$ cat config.mk
export PLATFORM = sky130hd
export DESIGN_NAME = pfgr_front_flat
export DESIGN_NICKNAME = d
export VERILOG_FILES = /design/src/sv/pfgr_pkg.sv /design/src/sv/pfgr_if.sv /design/src/sv/pfgr_front.sv /design/src/flat_wrapper.sv
export SDC_FILE = /design/constraint.sdc
export NUM_CORES = 1
export LEC_CHECK = 0
export BUFFER_PORTS_ARGS = -buffer_cell sky130_fd_sc_hd__clkbuf_2
export CORE_MARGIN = 1
export CORE_UTILIZATION = 53
export CTS_CLUSTER_SIZE = 28
export DETAILED_ROUTE_END_ITERATION = 10
export PLACE_DENSITY_LB_ADDON = 0.3
export SLEW_MARGIN = 15
export SYNTH_ARGS = -nofsm -noshare
export SYNTH_HDL_FRONTEND = slang
export SYNTH_SLANG_ARGS = --single-unit
$ cat constraint.sdc
create_clock -name clk -period 6.85 [get_ports clk]
set_clock_uncertainty 0.2 [all_clocks]
set_input_delay 1.0275 -clock clk [delete_from_list [all_inputs] [get_ports clk]]
set_output_delay 1.0275 -clock clk [all_outputs]
set_load 0.005 [all_outputs]
$ cat src/sv/pfgr_pkg.sv
package pfgr_pkg;

	// Coordinates grow past 12 bits inside a glyph: x + col*scale, y + row*scale.
	localparam int COORD_W    = 14;
	// Frame byte address x + width*page, wide enough for any panel geometry.
	localparam int PIX_ADDR_W = 13;
	// Font pointer: (code-first)*cols*parts + start, plus the walk over the glyph.
	localparam int FONT_PTR_W = 24;

	localparam logic [FONT_PTR_W-1:0] GLYPH_DATA_START = 24'd5;
	localparam logic [FONT_PTR_W-1:0] FONT_HEIGHT_IDX  = 24'd0;
	localparam logic [FONT_PTR_W-1:0] FONT_COLS_IDX    = 24'd1;
	localparam logic [FONT_PTR_W-1:0] FONT_FIRST_IDX   = 24'd3;
	localparam logic [FONT_PTR_W-1:0] FONT_LAST_IDX    = 24'd4;

	localparam logic [2:0] MODE_CLEAR   = 3'd0;
	localparam logic [2:0] MODE_PIXEL   = 3'd1;
	localparam logic [2:0] MODE_RECT    = 3'd2;
	localparam logic [2:0] MODE_GLYPH   = 3'd3;
	localparam logic [2:0] MODE_READ    = 3'd4;
	localparam logic [2:0] MODE_FONT_WR = 3'd5;

	localparam logic CFG_PANEL_WIDTH  = 1'b0;
	localparam logic CFG_PANEL_HEIGHT = 1'b1;

	typedef enum logic [2:0] {
		OP_CLEAR   = 3'd0,
		OP_BOX     = 3'd1,
		OP_GLYPH   = 3'd2,
		OP_READ    = 3'd3,
		OP_FONT_WR = 3'd4,
		OP_NOP     = 3'd5
	} op_t;

	typedef struct packed {
		op_t         op;
		logic [11:0] pos_x;
		logic [11:0] pos_y;
		logic [7:0]  box_w;
		logic [7:0]  box_h;
		logic [3:0]  scale;
		logic [7:0]  code;
		logic [9:0]  index;
		logic [7:0]  data;
	} cmd_t;

endpackage

$ cat src/sv/pfgr_if.sv
interface pfgr_in_if;
	logic        valid;
	logic        ready;
	logic [2:0]  mode;
	logic [11:0] pos_x;
	logic [11:0] pos_y;
	logic [7:0]  rect_width;
	logic [7:0]  rect_height;
	logic [3:0]  glyph_scale;
	logic [7:0]  char_code;
	logic [9:0]  table_index;
	logic [7:0]  table_data;

	modport source (output valid, mode, pos_x, pos_y, rect_width, rect_height,
		glyph_scale, char_code, table_index, table_data, input ready);
	modport sink (input valid, mode, pos_x, pos_y, rect_width, rect_height,
		glyph_scale, char_code, table_index, table_data, output ready);
endinterface


$ cat src/sv/pfgr_front.sv
module pfgr_front
	import pfgr_pkg::*;
(
	input  logic  clk,
	input  logic  arst_n,
	pfgr_in_if.sink in_ch,
	output logic  cmd_valid,
	output cmd_t  cmd,
	input  logic  cmd_pop
);

	cmd_t       cls;
	cmd_t       fifo_q [2];
	logic       wp_q;
	logic       rp_q;
	logic [1:0] cnt_q;
	logic       push;
	logic       pop;

	// A single pixel is a one by one box, so the back end draws pixels and rectangles alike.
	always_comb begin
		cls.op    = OP_NOP;
		cls.pos_x = in_ch.pos_x;
		cls.pos_y = in_ch.pos_y;
		cls.box_w = in_ch.rect_width;
		cls.box_h = in_ch.rect_height;
		cls.scale = in_ch.glyph_scale;
		cls.code  = in_ch.char_code;
		cls.index = in_ch.table_index;
		cls.data  = in_ch.table_data;
		unique case (in_ch.mode)
			MODE_CLEAR:   cls.op = OP_CLEAR;
			MODE_PIXEL: begin
				cls.op    = OP_BOX;
				cls.box_w = 8'd1;
				cls.box_h = 8'd1;
			end
			MODE_RECT:    cls.op = OP_BOX;
			MODE_GLYPH:   cls.op = OP_GLYPH;
			MODE_READ:    cls.op = OP_READ;
			MODE_FONT_WR: cls.op = OP_FONT_WR;
			default:      cls.op = OP_NOP;
		endcase
	end

	assign in_ch.ready = (cnt_q != 2'd2);
	assign push        = in_ch.valid && in_ch.ready;
	assign cmd_valid   = (cnt_q != 2'd0);
	assign pop         = cmd_pop && cmd_valid;
	assign cmd         = fifo_q[rp_q];

	always_ff @(posedge clk) begin
		if (push) begin
			fifo_q[wp_q] <= cls;
		end
	end

	always_ff @(posedge clk or negedge arst_n) begin
		if (!arst_n) begin
			wp_q  <= 1'b0;
			rp_q  <= 1'b0;
			cnt_q <= 2'd0;
		end else begin
			if (push) begin
				wp_q <= ~wp_q;
			end
			if (pop) begin
				rp_q <= ~rp_q;
			end
			cnt_q <= cnt_q + {1'b0, push} - {1'b0, pop};
		end
	end

endmodule

$ cat src/flat_wrapper.sv
// flat-port wrapper written by rule: the top's interface ports become plain ports
module pfgr_front_flat import pfgr_pkg::*;
  (clk, arst_n, cmd_valid, cmd, cmd_pop, in_ch_valid, in_ch_mode, in_ch_pos_x, in_ch_pos_y, in_ch_rect_width, in_ch_rect_height, in_ch_glyph_scale, in_ch_char_code, in_ch_table_index, in_ch_table_data, in_ch_ready);
  pfgr_in_if in_ch_i ();
  input  logic clk;
  input  logic arst_n;
  output logic cmd_valid;
  output cmd_t cmd;
  input  logic cmd_pop;
  input wire logic [$bits(in_ch_i.valid)-1:0] in_ch_valid;
  input wire logic [$bits(in_ch_i.mode)-1:0] in_ch_mode;
  input wire logic [$bits(in_ch_i.pos_x)-1:0] in_ch_pos_x;
  input wire logic [$bits(in_ch_i.pos_y)-1:0] in_ch_pos_y;
  input wire logic [$bits(in_ch_i.rect_width)-1:0] in_ch_rect_width;
  input wire logic [$bits(in_ch_i.rect_height)-1:0] in_ch_rect_height;
  input wire logic [$bits(in_ch_i.glyph_scale)-1:0] in_ch_glyph_scale;
  input wire logic [$bits(in_ch_i.char_code)-1:0] in_ch_char_code;
  input wire logic [$bits(in_ch_i.table_index)-1:0] in_ch_table_index;
  input wire logic [$bits(in_ch_i.table_data)-1:0] in_ch_table_data;
  output wire logic [$bits(in_ch_i.ready)-1:0] in_ch_ready;
  assign in_ch_i.valid = in_ch_valid;
  assign in_ch_i.mode = in_ch_mode;
  assign in_ch_i.pos_x = in_ch_pos_x;
  assign in_ch_i.pos_y = in_ch_pos_y;
  assign in_ch_i.rect_width = in_ch_rect_width;
  assign in_ch_i.rect_height = in_ch_rect_height;
  assign in_ch_i.glyph_scale = in_ch_glyph_scale;
  assign in_ch_i.char_code = in_ch_char_code;
  assign in_ch_i.table_index = in_ch_table_index;
  assign in_ch_i.table_data = in_ch_table_data;
  assign in_ch_ready = in_ch_i.ready;
  pfgr_front u_core (.clk(clk), .arst_n(arst_n), .in_ch(in_ch_i), .cmd_valid(cmd_valid), .cmd(cmd), .cmd_pop(cmd_pop));
endmodule
==> results of run 1 <==
worst paths after layout:
kind	startpoint	endpoint	slack, ns
min in group clk	u_core.cnt_q[1]$_DFF_PN0_	u_core.cnt_q[1]$_DFF_PN0_	0.30
max in group asynchronous	arst_n	u_core.rp_q$_DFFE_PN0P_	6.20
setup / recovery	u_core.rp_q$_DFFE_PN0P_	cmd[50]	3.42
hold reg to reg	u_core.cnt_q[1]$_DFF_PN0_	u_core.cnt_q[1]$_DFF_PN0_	0.30
setup reg to reg	u_core.cnt_q[1]$_DFF_PN0_	u_core.fifo_q[0][49]$_DFFE_PP_	4.19
hold / removal	arst_n	u_core.wp_q$_DFFE_PN0P_	0.11
cell usage after synthesis (all sizes together):
cell type,number
mux2,73
o21ai,1
edfxtp,146
and3,1
ha,2
or2,3
xnor2,3
and2,1
inv,3
nor3,1
nand2b,1
nor2b,15
nor2,2
dfrtp,4
buf,9
a21oi,1
xor2,1
and2b,3
nand2,3
routing by layer:
| metal | vias to the layer above | wire [um] |
|---|---|---|
| met5 | - | 0 |
| met4 | 0 | 101 |
| met3 | 8 | 785 |
| met2 | 119 | 4700 |
| met1 | 1418 | 3860 |
| li1 | 1381 | - |
power by group:
group | internal [mW] | total (mW) | switching, mW
combinational | 0.378 | 0.686 | 0.308
sequential | 1.26 | 1.40 | 0.135
clock | 0.628 | 0.966 | 0.338
total | 2.27 | 3.05 | 0.781
worst max-delay path, delay by kind of cell (launching register included):
| family | cells | cell delay [ns] |
|---|---|---|
| buffers and inverters | 1 | 0.12 |
| DFF | 1 | 1.10 |
| muxes | 1 | 0.45 |
cells by family (layout without fill, tap and decap cells):
| group | after synthesis | after routing |
|---|---|---|
| adders and majority gates | 2 | 2 |
| buffers and inverters | 12 | 187 |
| and+or+nand+nor | 30 | 30 |
| xor gates and xnor gates | 4 | 4 |
| AOI/OAI and AO/OA | 2 | 2 |
| muxes | 73 | 73 |
| DFF | 150 | 150 |
area by class of cell:
class,instances,area share (%)
clock buffer,20,5.95
clock inverter,12,2.80
inverter,3,0.157
multi-input combinational,111,15.3
sequential,150,62.7
tap,136,2.38
timing repair buffer,152,10.7
flip-flops by register name, indices dropped and copies added (netlist names):
signal	flops
u_core.cnt_q	2
u_core.wp_q	1
u_core.rp_q	1
u_core.fifo_q	146
stage by stage:
stage / worst slack [ns] / std cells
final: 3.42 / 584
after global placement: 3.60 / 552
after floorplan: 1.98 / 273
after detailed placement: 3.55 / 552
after global routing: 3.30 / 584
after CTS: 3.39 / 584
==> results.md, run 1 <==
Place:
- The count of buffers from port buffering is roughly 150.
- The placed instance area is 6530 um2.
- The detailed-placement wirelength estimate is ~6000 um.
- The final weighted congestion in routability-driven placement is 0.682.

Layout:
- The number of antenna diodes in the final layout is 0.
- The most common library cell in the layout ignoring fill and taps is clkbuf_2.
- The sequential cells in the finished layout cover a total of 4490 um2.
- In the layout the commonest cells are clkbuf_2, edfxtp_1, mux2_2, clkbuf_16, nor2b_1.
- For this run, the post-layout net count is roughly 500.
- The final-layout fill cell count is around 730.
- The layout overhead on the synthesized area is 26.6%.
- At the end of the flow the core is filled with cells to between 60 and 70%.
- The post-route standard cell area excluding fillers is between 7000 and 8000 um2.
- Summing all multi-input logic gate instances after layout gives about 1100 um2.
- Cells with a size suffix above 1 make up roughly 58% of the layout.

Worst setup path:
- The data required time at the worst endpoint is between 5 and 6 ns.
- The highest fanout seen on the critical path is 74.
- The kind of critical path is flop to output pin.
- The nature of the critical path endpoint is an output pin.
- For the worst setup path, the data arrival time is about 2.2 ns.
- Traced cell by cell, the critical path runs through mux2_2 > clkbuf_2.
- STA classifies the critical path startpoint as a flop.
- The critical path's largest stage delay is around 1.1 ns.
- The slowest stage of the critical path belongs to the cell dfrtp_4.
- The cell count of the worst reg-to-reg path is 4.

Logic synthesis:
- The fraction of synthesized cell area taken by the top area cell type is 77.6%.
- The post-synthesis compound-gate area fraction is less than 1%.
- The share of synthesized cell area in and, or, nand and nor gates is between 3 and 4%.
- In this run, synthesis produced a sequential element count of 150.
- The cell area that synthesis handed to floorplanning was 5650 um2.
- After synthesis, the share of cell area in mux cells is around 15%.
- For this run, the number of Yosys warnings is 0.
- The synthesized netlist contains 23 unique library cells.
- The adder-cell share of the synthesized area is less than 1%.
- The share of the yosys chip area belonging to registers is between 70% and 80%.
- Ranked by total cell area, the synthesized netlist is headed by edfxtp_1, mux2_2, dfrtp_1.
- The largest family of logic cells by synthesized area is multiplexers.
- Summing the areas of all xor and xnor instances in the mapped netlist gives less than 1% of the synthesized area.
- The post-synthesis instance total is between 200 and 300.
- The average size of a mapped cell is between 20 and 25 um2.
- Synthesis produced a netlist with a net count of ~350.
- The biggest area contributor in the post-synthesis netlist is edfxtp_1.

GRT:
- Global routing consumed, on the met3 layer, between 8 and 9% of the routing resources.
- The total global routing track utilization is 18.1%.
- The global-route wire length before repair is approximately 15000 um.
- The met2 usage is between 20 and 30%.
- The number of antenna violations at the first check in global routing is 0.
- The pin count of the biggest net entering global routing is between 70 and 80.
- For met1 alone, demand over resource in global routing was about 22%.
- met2 is the most crowded layer.
- The total congestion overflow is 0.
- The via count of the first global-routing pass came to 3016.

Timing:
- The worst path in the final design needs a cycle of around 3.4 ns, including I/O delays and setup.
- The slew at the pin closest to its max-slew limit is 1.04 ns.
- The summed negative setup slack over all endpoints is 0 ns.
- The final hold violation count is 0.
- Across all hold checks on the routed design, the worst slack comes to around 0.11 ns.
- The number of pins exceeding their max-slew limit in the final report was 0.
- In the finished design, the share of the clock period the worst path needs comes to between 50% and 60%.
- The highest clock frequency the design can meet is 292 MHz.
- The total setup violations reported at the end of the flow is 0.
- The relative max-transition margin is 30.7%.
- Setup repair after global routing left no endpoint under its margin.

Floorplan:
- The floorplan step defined a die boundary enclosing roughly 11000 um2.
- After floorplanning, the core was sized to cover between 10000 and 15000 um2.
- The overall die width is ~110 um.
- Measured along the y axis, the die boundary spans 105 um.
- The floorplan has 37 rows.
- For this configuration, the core starts out at a cell density of 54.8%.
- ~150 I/O pins were placed.

Power:
- Dividing total power by cell area gives a power density of around 430 nW/um2.
- The worst IR drop on VDD is ~0.22 mV.
- The post-route total power is between 3 and 4 mW.
- The leakage dissipation is approximately 2.8 nW.

Detailed routing:
- The count of nets left with antenna violations once routing finished came out at 0.
- After detailed routing, the total wire length is 9450 um.
- The number of DRC markers in iteration 0 is 110.
- The iteration count of the initial detailed-routing pass is 4.
- In the routed design, unresolved DRC markers number 0.
- Using the TritonRoute via totals, the vias-per-cell ratio works out to 5.01.
- The via count is between 2000 and 3000.
- The average wire per standard cell is 16.2 um.

CTS:
- The number of instances resized during post-cts repair is 0.
- The number of buffers inserted to repair setup after CTS is 0.
- The hold buffer count at cts is 0.
- The clock passes through at most 2 buffers.
- The clock sink total is 150.
- The latest clock arrival within the worst-skew pair is about 0.51 ns.
- The number of H-tree levels is 4.
- Clock-pin slew was measured on the worst setup and hold paths at 0.06 ns.
- CTS placed an instance of clkbuf_8 at the clock tree root.
- The number of buffers created by CTS is 17.
- The clock tree from TritonCTS is built.

Job:
- Max-cap violations in this run came to 0.

Hold path:
- The tightest min-delay check is of the input pin to asynchronous set/reset pin type.

Status:
- The run finished with clean final reports.
Power figures use the tool's default switching activity.
==> run 2: changes to the inputs <==
--- a/config.mk
+++ b/config.mk
@@ -5,9 +5,10 @@
 export SDC_FILE = /design/constraint.sdc
 export NUM_CORES = 1
 export LEC_CHECK = 0
+export ABC_AREA = 1
 export BUFFER_PORTS_ARGS = -buffer_cell sky130_fd_sc_hd__clkbuf_2
 export CORE_MARGIN = 1
-export CORE_UTILIZATION = 53
+export CORE_UTILIZATION = 47
 export CTS_CLUSTER_SIZE = 28
 export DETAILED_ROUTE_END_ITERATION = 10
 export PLACE_DENSITY_LB_ADDON = 0.3
==> constraint.sdc (replaced) <==
create_clock -name clk -period 2.79 [get_ports clk]
set_clock_uncertainty 0.2 [all_clocks]
set_input_delay 0.4185 -clock clk [delete_from_list [all_inputs] [get_ports clk]]
set_output_delay 0.4185 -clock clk [all_outputs]
set_load 0.005 [all_outputs]
==> run 2 against run 1 <==
  * First-iteration DRC count is 99% higher
  * Design area is 9.2% higher
  * Final cell count is 42% higher
  * Sequential power is 130% higher
  * Area after synthesis is 1.8% higher
  * Non-clock buffer count is 60 higher
  * Critical endpoint is now cmd[46]
  * Sequential share of layout area is 5.3 points lower
  * Die area is 15% higher
  * Critical path type unchanged
==> results.md, run 2 <==
Status:
- The run finished with clean final reports.

Logic synthesis:
- The post-synthesis cell area is 5750 um2 (+1.8%).
- The net count of the mapped netlist is 538 (+53%).
- The average size of a mapped cell is 12.5 um2 (-39%).
- The share of synthesized flip-flops with an asynchronous set or reset is 2.67% (unchanged).
- Ranked by total cell area, the synthesized netlist is headed by edfxtp_1, nand2_1, inv_1.
- The distinct cell type count of the synthesized netlist came to 13 (-43%).
- The number of enable-type register cells in the synthesized netlist is 146 (unchanged).
- The fraction of synthesized cell area taken by the top area cell type was 76.2% (-1.4 points).
- The Yosys warning count was 0 (unchanged).
- The synthesized design spends more area on one cell type than any other, namely edfxtp_1.
- By count the netlist is led by nand2_1, edfxtp_1, inv_1.
- The most common flop cell mapped by yosys is edfxtp_1.
- The most common cell in the synthesized netlist is nand2_1.
- The total of flip-flops plus latches after synthesis is 150 (unchanged).
- The post-synthesis instance total is 459 (+68%).
- The share of the yosys chip area belonging to registers is 77.9% (-1.4 points).

Worst setup path:
- The kind of critical path is flop to output pin.
- The cell count of the worst reg-to-reg path was 5 (+1).
- The highest fanout seen on the critical path is 74 (unchanged).
- STA classifies the critical path endpoint as an output pin.
- The worst endpoint data arrival time is 1.81 ns (-0.39 ns).
- The data required time at the worst endpoint was 2.17 ns (-3.45 ns).
- STA classifies the critical path startpoint as a flop.

Layout:
- The number of flip-flops under the largest register name is 146 (unchanged).
- Relative to the synthesized area, the layout overhead comes to 35.8%.
- The register with the most flip-flops is u_core.fifo_q.
- In the layout the commonest cells are nand2_1, clkbuf_2, edfxtp_1, dlygate4sd3_1, inv_1.
- The post-layout net count is 752 (+46%).
- The number of inserted diodes is 0 (unchanged).
- The share of layout cells above drive strength 1 is 27.7% (-30 points).
- The largest registers in the layout are u_core.fifo_q: 146 flops, u_core.cnt_q: 2 flops.
- The most common library cell in the layout ignoring fill and taps is nand2_1.

GRT:
- The number of antenna violations at the first check in global routing was 0 (unchanged).
- The total congestion overflow is 0 (unchanged).
- The pin count of the biggest net entering global routing is 75 (unchanged).
- The global-route wire length before repair came to 18400 um (+26%).
- The total global routing track utilization is 19.4% (+1.3 points).
- The via count of the first global-routing pass is 3850 (+28%).

Hold path:
- The min-delay analysis places its worst path in the category input pin to flop.
- The number of cells on the worst hold path is 1.

Detailed routing:
- The total DRC errors in the routed layout is 0 (unchanged).
- The iteration count of the initial detailed-routing pass was 4 (unchanged).
- The detailed-route wire length is 11700 um (+24%).
- The count of antenna-violating nets left after detailed routing came to 0 (unchanged).
- The number of DRC markers in iteration 0 is 219 (+99%).
- The detailed-route vias per instance is 4.69 (-6.5%).
- The via count was 3899 (+33%).
- The average wire per standard cell came to 14.1 um (-13%).

Place:
- The detailed-placement wirelength estimate was 7120 um (+19%).
- The count of buffers from port buffering is 151 (unchanged).
- The final weighted congestion in routability-driven placement is 0.726 (+6.5%).
- The worst setup slack after placement was 0.785 ns (-2.76 ns).

Timing:
- The number of pins exceeding their max-slew limit in the final report came to 0 (unchanged).
- The setup slack after layout came to 0.363 ns (-3.06 ns).
- The minimum clock period after layout is 2.43 ns.
- Derived from the worst setup path, the maximum achievable clock frequency is 412 MHz.
- The slew at the pin closest to its max-slew limit is 0.811 ns (-0.228 ns).
- The relative max-transition margin is 45.9% (+15 points).
- Setup repair after global routing left no endpoint under its margin.
- The fraction of the cycle the final worst path needs is between 80 and 90%.
- The summed negative setup slack over all endpoints is 0 ns (unchanged).
- The final hold violation count is 0 (unchanged).
- The total setup violations reported at the end of the flow was 0 (unchanged).

Power:
- The worst IR drop on VDD is 0.511 mV (+130%).
- The leakage dissipation was 3.56 nW (+29%).
- The power per cell area is 1000 nW/um2 (+140%).

CTS:
- The number of buffers between clock root and the deepest sink came to 2 (unchanged).
- CTS placed an instance of clkbuf_16 at the clock tree root.
- The clock tree from TritonCTS is built.
- The clock sink total is 150 (unchanged).
- The number of buffers created by CTS is 17 (unchanged).
- The number of buffers inserted to repair setup after CTS is 0 (unchanged).
- The number of H-tree levels is 4 (unchanged).
- The latest clock arrival within the worst-skew pair is 0.41 ns (-0.10 ns).
- The clock input transition at the sequential cells of the worst setup and hold paths came to 0.06 ns (about the same).

Floorplan:
- The floorplan die height is 113 um (+7.0%).
- The starting density of the core is 48.1% (-6.7 points).
- The total core area is 12000 um2 (+16%).
- The I/O pin count is 152 (unchanged).
- The number of rows in the core area is 40 (+8.1%).
- The area of the die is 12700 um2 (+15%).
- The overall die width is 113 um (+7.0%).

Job:
- The max-capacitance violation count is 0 (unchanged).
run 2: cell count changes after synthesis, sizes merged, moves of 2 or more:
cell	change
buf	+8
or2	-3
nand2	+249
nand3	+4
and2b	-3
xnor2	-3
nor2b	-15
inv	+26
mux2	-73
nor2	+2
run 2: power breakdown:
| group | leakage, nW | switching [mW] | internal, mW |
|---|---|---|---|
| Sequential | 1.41 | 0.118 | 3.08 |
| Combinational | 1.85 | 1.42 | 0.854 |
| Clock | 0.299 | 0.811 | 1.57 |
run 2: worst paths after layout:
check	from	endpoint	slack, ns
min in group asynchronous	arst_n	u_core.rp_q$_DFFE_PN0P_	0.16
max	u_core.rp_q$_DFFE_PN0P_	cmd[46]	0.36
max in group asynchronous	arst_n	u_core.rp_q$_DFFE_PN0P_	2.08
min reg2reg	u_core.wp_q$_DFFE_PN0P_	u_core.wp_q$_DFFE_PN0P_	0.30
min	in_ch_pos_y[3]	u_core.fifo_q[1][49]$_DFFE_PP_	0.03
max reg2reg	u_core.cnt_q[0]$_DFF_PN0_	u_core.fifo_q[0][54]$_DFFE_PP_	0.87
run 2: kinds of logic (layout without fill, tap and decap cells):
| kind of cell | count (synthesis) | count (layout) | share of synthesized area [%] |
|---|---|---|---|
| DFF | 150 | 150 | 77.9 |
| AOI/OAI and AO/OA | 1 | 1 | 0.0869 |
| adders and majority gates | 2 | 2 | 0.435 |
| and+or+nand+nor | 260 | 260 | 17.1 |
| buffers and inverters | 46 | 272 | 4.41 |
run 2: cell type report:
cell class / count / area [um2]
multi-input cells: 263 / 1020
clock buffers: 19 / 433
well taps: 147 / 184
repair buffers: 212 / 1400
fillers: 892 / 4150
clock inverters: 12 / 184
inverters: 29 / 110
flip-flops and latches: 150 / 4490
run 2: repair_timing:
action | CTS | global route
hold buffers | 52 | 1
resized for setup | 0 | 0
hold endpoints to repair | 106 | 1
run 2: metal layers:
| metal | up-vias | part of all wire [%] | wire length [um] | global-route usage [%] |
|---|---|---|---|---|
| met3 | 16 | 5.4 | 637 | 5.45 |
| met4 | 0 | 1.6 | 185 | 9.07 |
| met1 | 1813 | 43 | 5030 | 23.5 |
| met2 | 136 | 50 | 5840 | 32.4 |
| met5 | - | 0 | 0 | 0 |
| li1 | 1934 | - | - | - |
run 2: worst max-delay path: stages, from the launching register on:
cell and delay (ns):
dfrtp_2 0.36, buf_4 0.64, nand2_1 0.16, nand2_1 0.12, clkbuf_2 0.11
run 2: through the flow:
step	total power [mW]	std cells	utilization, %	area [um2]	hold WS, ns
6_report	7.85	832	65.3	7820	0.0257
5_1_grt	8.29	832	65.3	7820	0.00968
4_1_cts	7.93	831	65.3	7810	0.000170
3_5_place_dp	5.48	748	55.8	6670	0.0395
3_3_place_gp	5.40	748	55.8	6670	0.0339
2_1_floorplan	4.52	459	-	5760	-0.0771
==> run 3: changes to the inputs <==
--- a/config.mk
+++ b/config.mk
@@ -11,7 +11,7 @@
 export CORE_UTILIZATION = 47
 export CTS_CLUSTER_SIZE = 28
 export DETAILED_ROUTE_END_ITERATION = 10
-export PLACE_DENSITY_LB_ADDON = 0.3
+export PLACE_DENSITY = 0.75
 export SLEW_MARGIN = 15
 export SYNTH_ARGS = -nofsm -noshare
 export SYNTH_HDL_FRONTEND = slang
==> run 3 against run 2 <==
  * Clock power fell by 3%
  * Worst hold slack worse by 0.0037 ns
  * Core utilization fell by 0.52 points
  * Critical path type unchanged
  * Critical endpoint is now cmd[51]
==> results.md, run 3 (synthesis results as in run 2) <==
Place:
- The count of buffers from port buffering came to 151 (unchanged).
- The total placed cells including tap cells came to 745 (-0.40%).
- The detailed-placement wirelength estimate is 6510 um (-8.6%).
- The final weighted congestion in routability-driven placement is 0.748 (+3.0%).
- The placed instance area is 6620 um2 (-0.71%).

CTS:
- The number of buffers inserted to repair setup after CTS was 0 (unchanged).
- The number of buffers created by CTS is 17 (unchanged).
- The number of buffers between clock root and the deepest sink is 2 (unchanged).
- The clock input transition at the sequential cells of the worst setup and hold paths is 0.06 ns (about the same).
- The number of instances resized during post-cts repair was 0 (unchanged).
- The latest clock arrival within the worst-skew pair is 0.40 ns (about the same).
- The clock sink total is 150 (unchanged).
- The tree is rooted in a clkbuf_16.
- The hold buffer count at cts came to 52 (unchanged).
- TritonCTS built the clock tree.
- The number of H-tree levels is 4 (unchanged).

Detailed routing:
- The count of antenna-violating nets left after detailed routing came to 0 (unchanged).
- The total DRC errors in the routed layout is 0 (unchanged).
- The via count was 3876 (-0.59%).
- The number of DRC markers in iteration 0 is 316 (+44%).
- The iteration count of the initial detailed-routing pass is 5 (+1).
- The average wire per standard cell was 13.8 um (-1.8%).
- The detailed-route vias per instance is 4.68 (-0.23%).
- The detailed-route wire length was 11400 um (-2.1%).

Power:
- The power per cell area is 994 nW/um2 (-0.96%).
- The net switching power figure is 2.34 mW (-0.25%).
- The clock network fraction of total power came to 30.0% (-0.3 points).
- The switching share of total power came to 30.4% (+0.46 points).
- The worst IR drop on VDD came to 0.544 mV (+6.5%).
- The leakage dissipation is 3.52 nW (-1.1%).
- The cell internal power dissipation came to 5.37 mW (-2.4%).
- The post-route total power is 7.71 mW (-1.8%).
- The fraction of power consumed by sequential logic is 41.5% (+0.8 points).
- The part of the total power dissipated in combinational logic is 28.5% (-0.5 points).

Timing:
- The minimum clock period after layout is 2.40 ns (-0.0248 ns).
- Setup repair after global routing left no endpoint under its margin.
- The number of pins exceeding their max-slew limit in the final report was 0 (unchanged).
- The final hold violation count is 0 (unchanged).
- The summed negative setup slack over all endpoints is 0 ns (unchanged).
- The slew at the pin closest to its max-slew limit is 0.785 ns (-0.0263 ns).
- The total setup violations reported at the end of the flow was 0 (unchanged).
- The relative max-transition margin came to 47.7% (+1.8 points).
- The fraction of the cycle the final worst path needs was 86.1% (-0.89 points).
- The highest clock frequency the design can meet is 416 MHz (+1.0%).
- The worst hold slack is 0.0220 ns (-0.00373 ns).

Layout:
- The final standard cell count with taps included and fillers excluded was 829 (-0.36%).
- The post-route standard cell area excluding fillers is 7750 um2 (-0.80%).
- In the layout the commonest cells are nand2_1, clkbuf_2, edfxtp_1, dlygate4sd3_1, inv_1.
- The post-layout net count was 748 (-0.53%).
- The final-layout fill cell count was 865 (-3.0%).
- The number of inserted diodes came to 0 (unchanged).
- The largest registers in the layout are u_core.fifo_q: 146 flops, u_core.cnt_q: 2 flops.
- The area growth from synthesis to layout is 34.7%.
- The share of layout cells above drive strength 1 is 28.2% (+0.42 points).
- More flip-flops sit in one register than any other, and that register is u_core.fifo_q.
- The number of flip-flops under the largest register name is 146 (unchanged).
- The most common library cell in the layout ignoring fill and taps is nand2_1.

Hold path:
- The min-delay analysis places its worst path in the category input pin to flop.

Floorplan:
- The number of rows in the core area was 40 (unchanged).
- The area of the die is 12700 um2 (unchanged).
- The total core area is 12000 um2 (unchanged).
- The overall die width is 113 um (unchanged).
- The starting density of the core came to 48.1% (unchanged).
- The I/O pin count came to 152 (unchanged).
- The floorplan die height came to 113 um (unchanged).

Worst setup path:
- The data required time at the worst endpoint is 2.17 ns (about the same).
- The nature of the critical path endpoint is an output pin.
- The critical path startpoint category is a flop.
- The family with the most delay on the worst path is buffers and inverters.
- Walking the worst path, the cells encountered are buf_4 > nand2_1 > nand2_1 > clkbuf_2.
- The critical path's slowest cell is buf_4.
- The worst endpoint data arrival time is 1.78 ns (-0.03 ns).
- The kind of critical path is flop to output pin.
- The critical path's largest stage delay is 0.62 ns (-0.02 ns).
- The cell that appears most often on the critical path is nand2_1.
- The highest fanout seen on the critical path was 74 (unchanged).
- The buffering stage count on the worst path with inverters included is 2 (unchanged).

GRT:
- The met2 usage came to 33.7% (+1.3 points).
- The met1 capacity usage during global routing is 20.9% (-2.6 points).
- The total global routing track utilization was 19.0% (-0.42 points).
- The layer carrying the most global-route usage is met2.
- The number of antenna violations at the first check in global routing came to 0 (unchanged).
- The global routing met3 resource utilization is 6.75% (+1.3 points).
- The pin count of the biggest net entering global routing is 75 (unchanged).
- The global-route wire length before repair was 18200 um (-1.3%).
- The via count of the first global-routing pass is 3920 (+1.8%).
- The total congestion overflow was 0 (unchanged).

Status:
- The run finished with clean final reports.

Job:
- The max-capacitance violation count came to 0 (unchanged).
run 3: stage by stage:
step / util [%] / setup WS (ns)
2_1_floorplan: - / 0.156
3_5_place_dp: 55.4 / 0.675
6_report: 64.8 / 0.388
4_1_cts: 64.8 / 0.340
3_3_place_gp: 55.4 / 0.729
5_1_grt: 64.8 / 0.252
run 3: cell type report:
type	count	area [um2]	area share, %
inverters	29	110	1.42
clock buffers	17	425	5.49
flip-flops and latches	150	4490	57.9
well taps	147	184	2.37
clock inverters	15	186	2.40
repair buffers	208	1340	17.3
multi-input cells	263	1020	13.2
run 3: power groups by stage:
stage                     combinational, mW  sequential [mW]  clock, mW
after floorplan                        1.29             3.23          0
after global placement                 2.11             3.22          0
after detailed placement               2.16             3.24          0
after CTS                              2.23             3.20       2.36
after global routing                   2.46             3.24       2.45
final                                  2.19             3.20       2.32
run 3: worst reg2reg max path: cells and delay by family (launching register included):
family | cells | cell delay, ns
DFF | 1 | 0.37
and+or+nand+nor | 2 | 0.22
buffers and inverters | 3 | 1.00
run 3: worst paths after layout:
| kind | startpoint | endpoint | slack, ns | cells past startpoint |
|---|---|---|---|---|
| max reg2reg | u_core.cnt_q[0]$_DFF_PN0_ | u_core.fifo_q[0][0]$_DFFE_PP_ | 0.70 | 5 |
| max | u_core.rp_q$_DFFE_PN0P_ | cmd[51] | 0.39 | 4 |
| min in group asynchronous | arst_n | u_core.rp_q$_DFFE_PN0P_ | 0.19 | 2 |
| min | in_ch_table_data[7] | u_core.fifo_q[0][7]$_DFFE_PP_ | 0.02 | 1 |
| max in group asynchronous | arst_n | u_core.rp_q$_DFFE_PN0P_ | 2.06 | 2 |
| min reg2reg | u_core.wp_q$_DFFE_PN0P_ | u_core.wp_q$_DFFE_PN0P_ | 0.31 | 2 |
run 3: per-layer routing:
metal  routed length (um)  up-vias
li1                     -     1931
met1                 4690     1802
met2                 6050      135
met3                  606        8
met4                   97        0
met5                    0        -
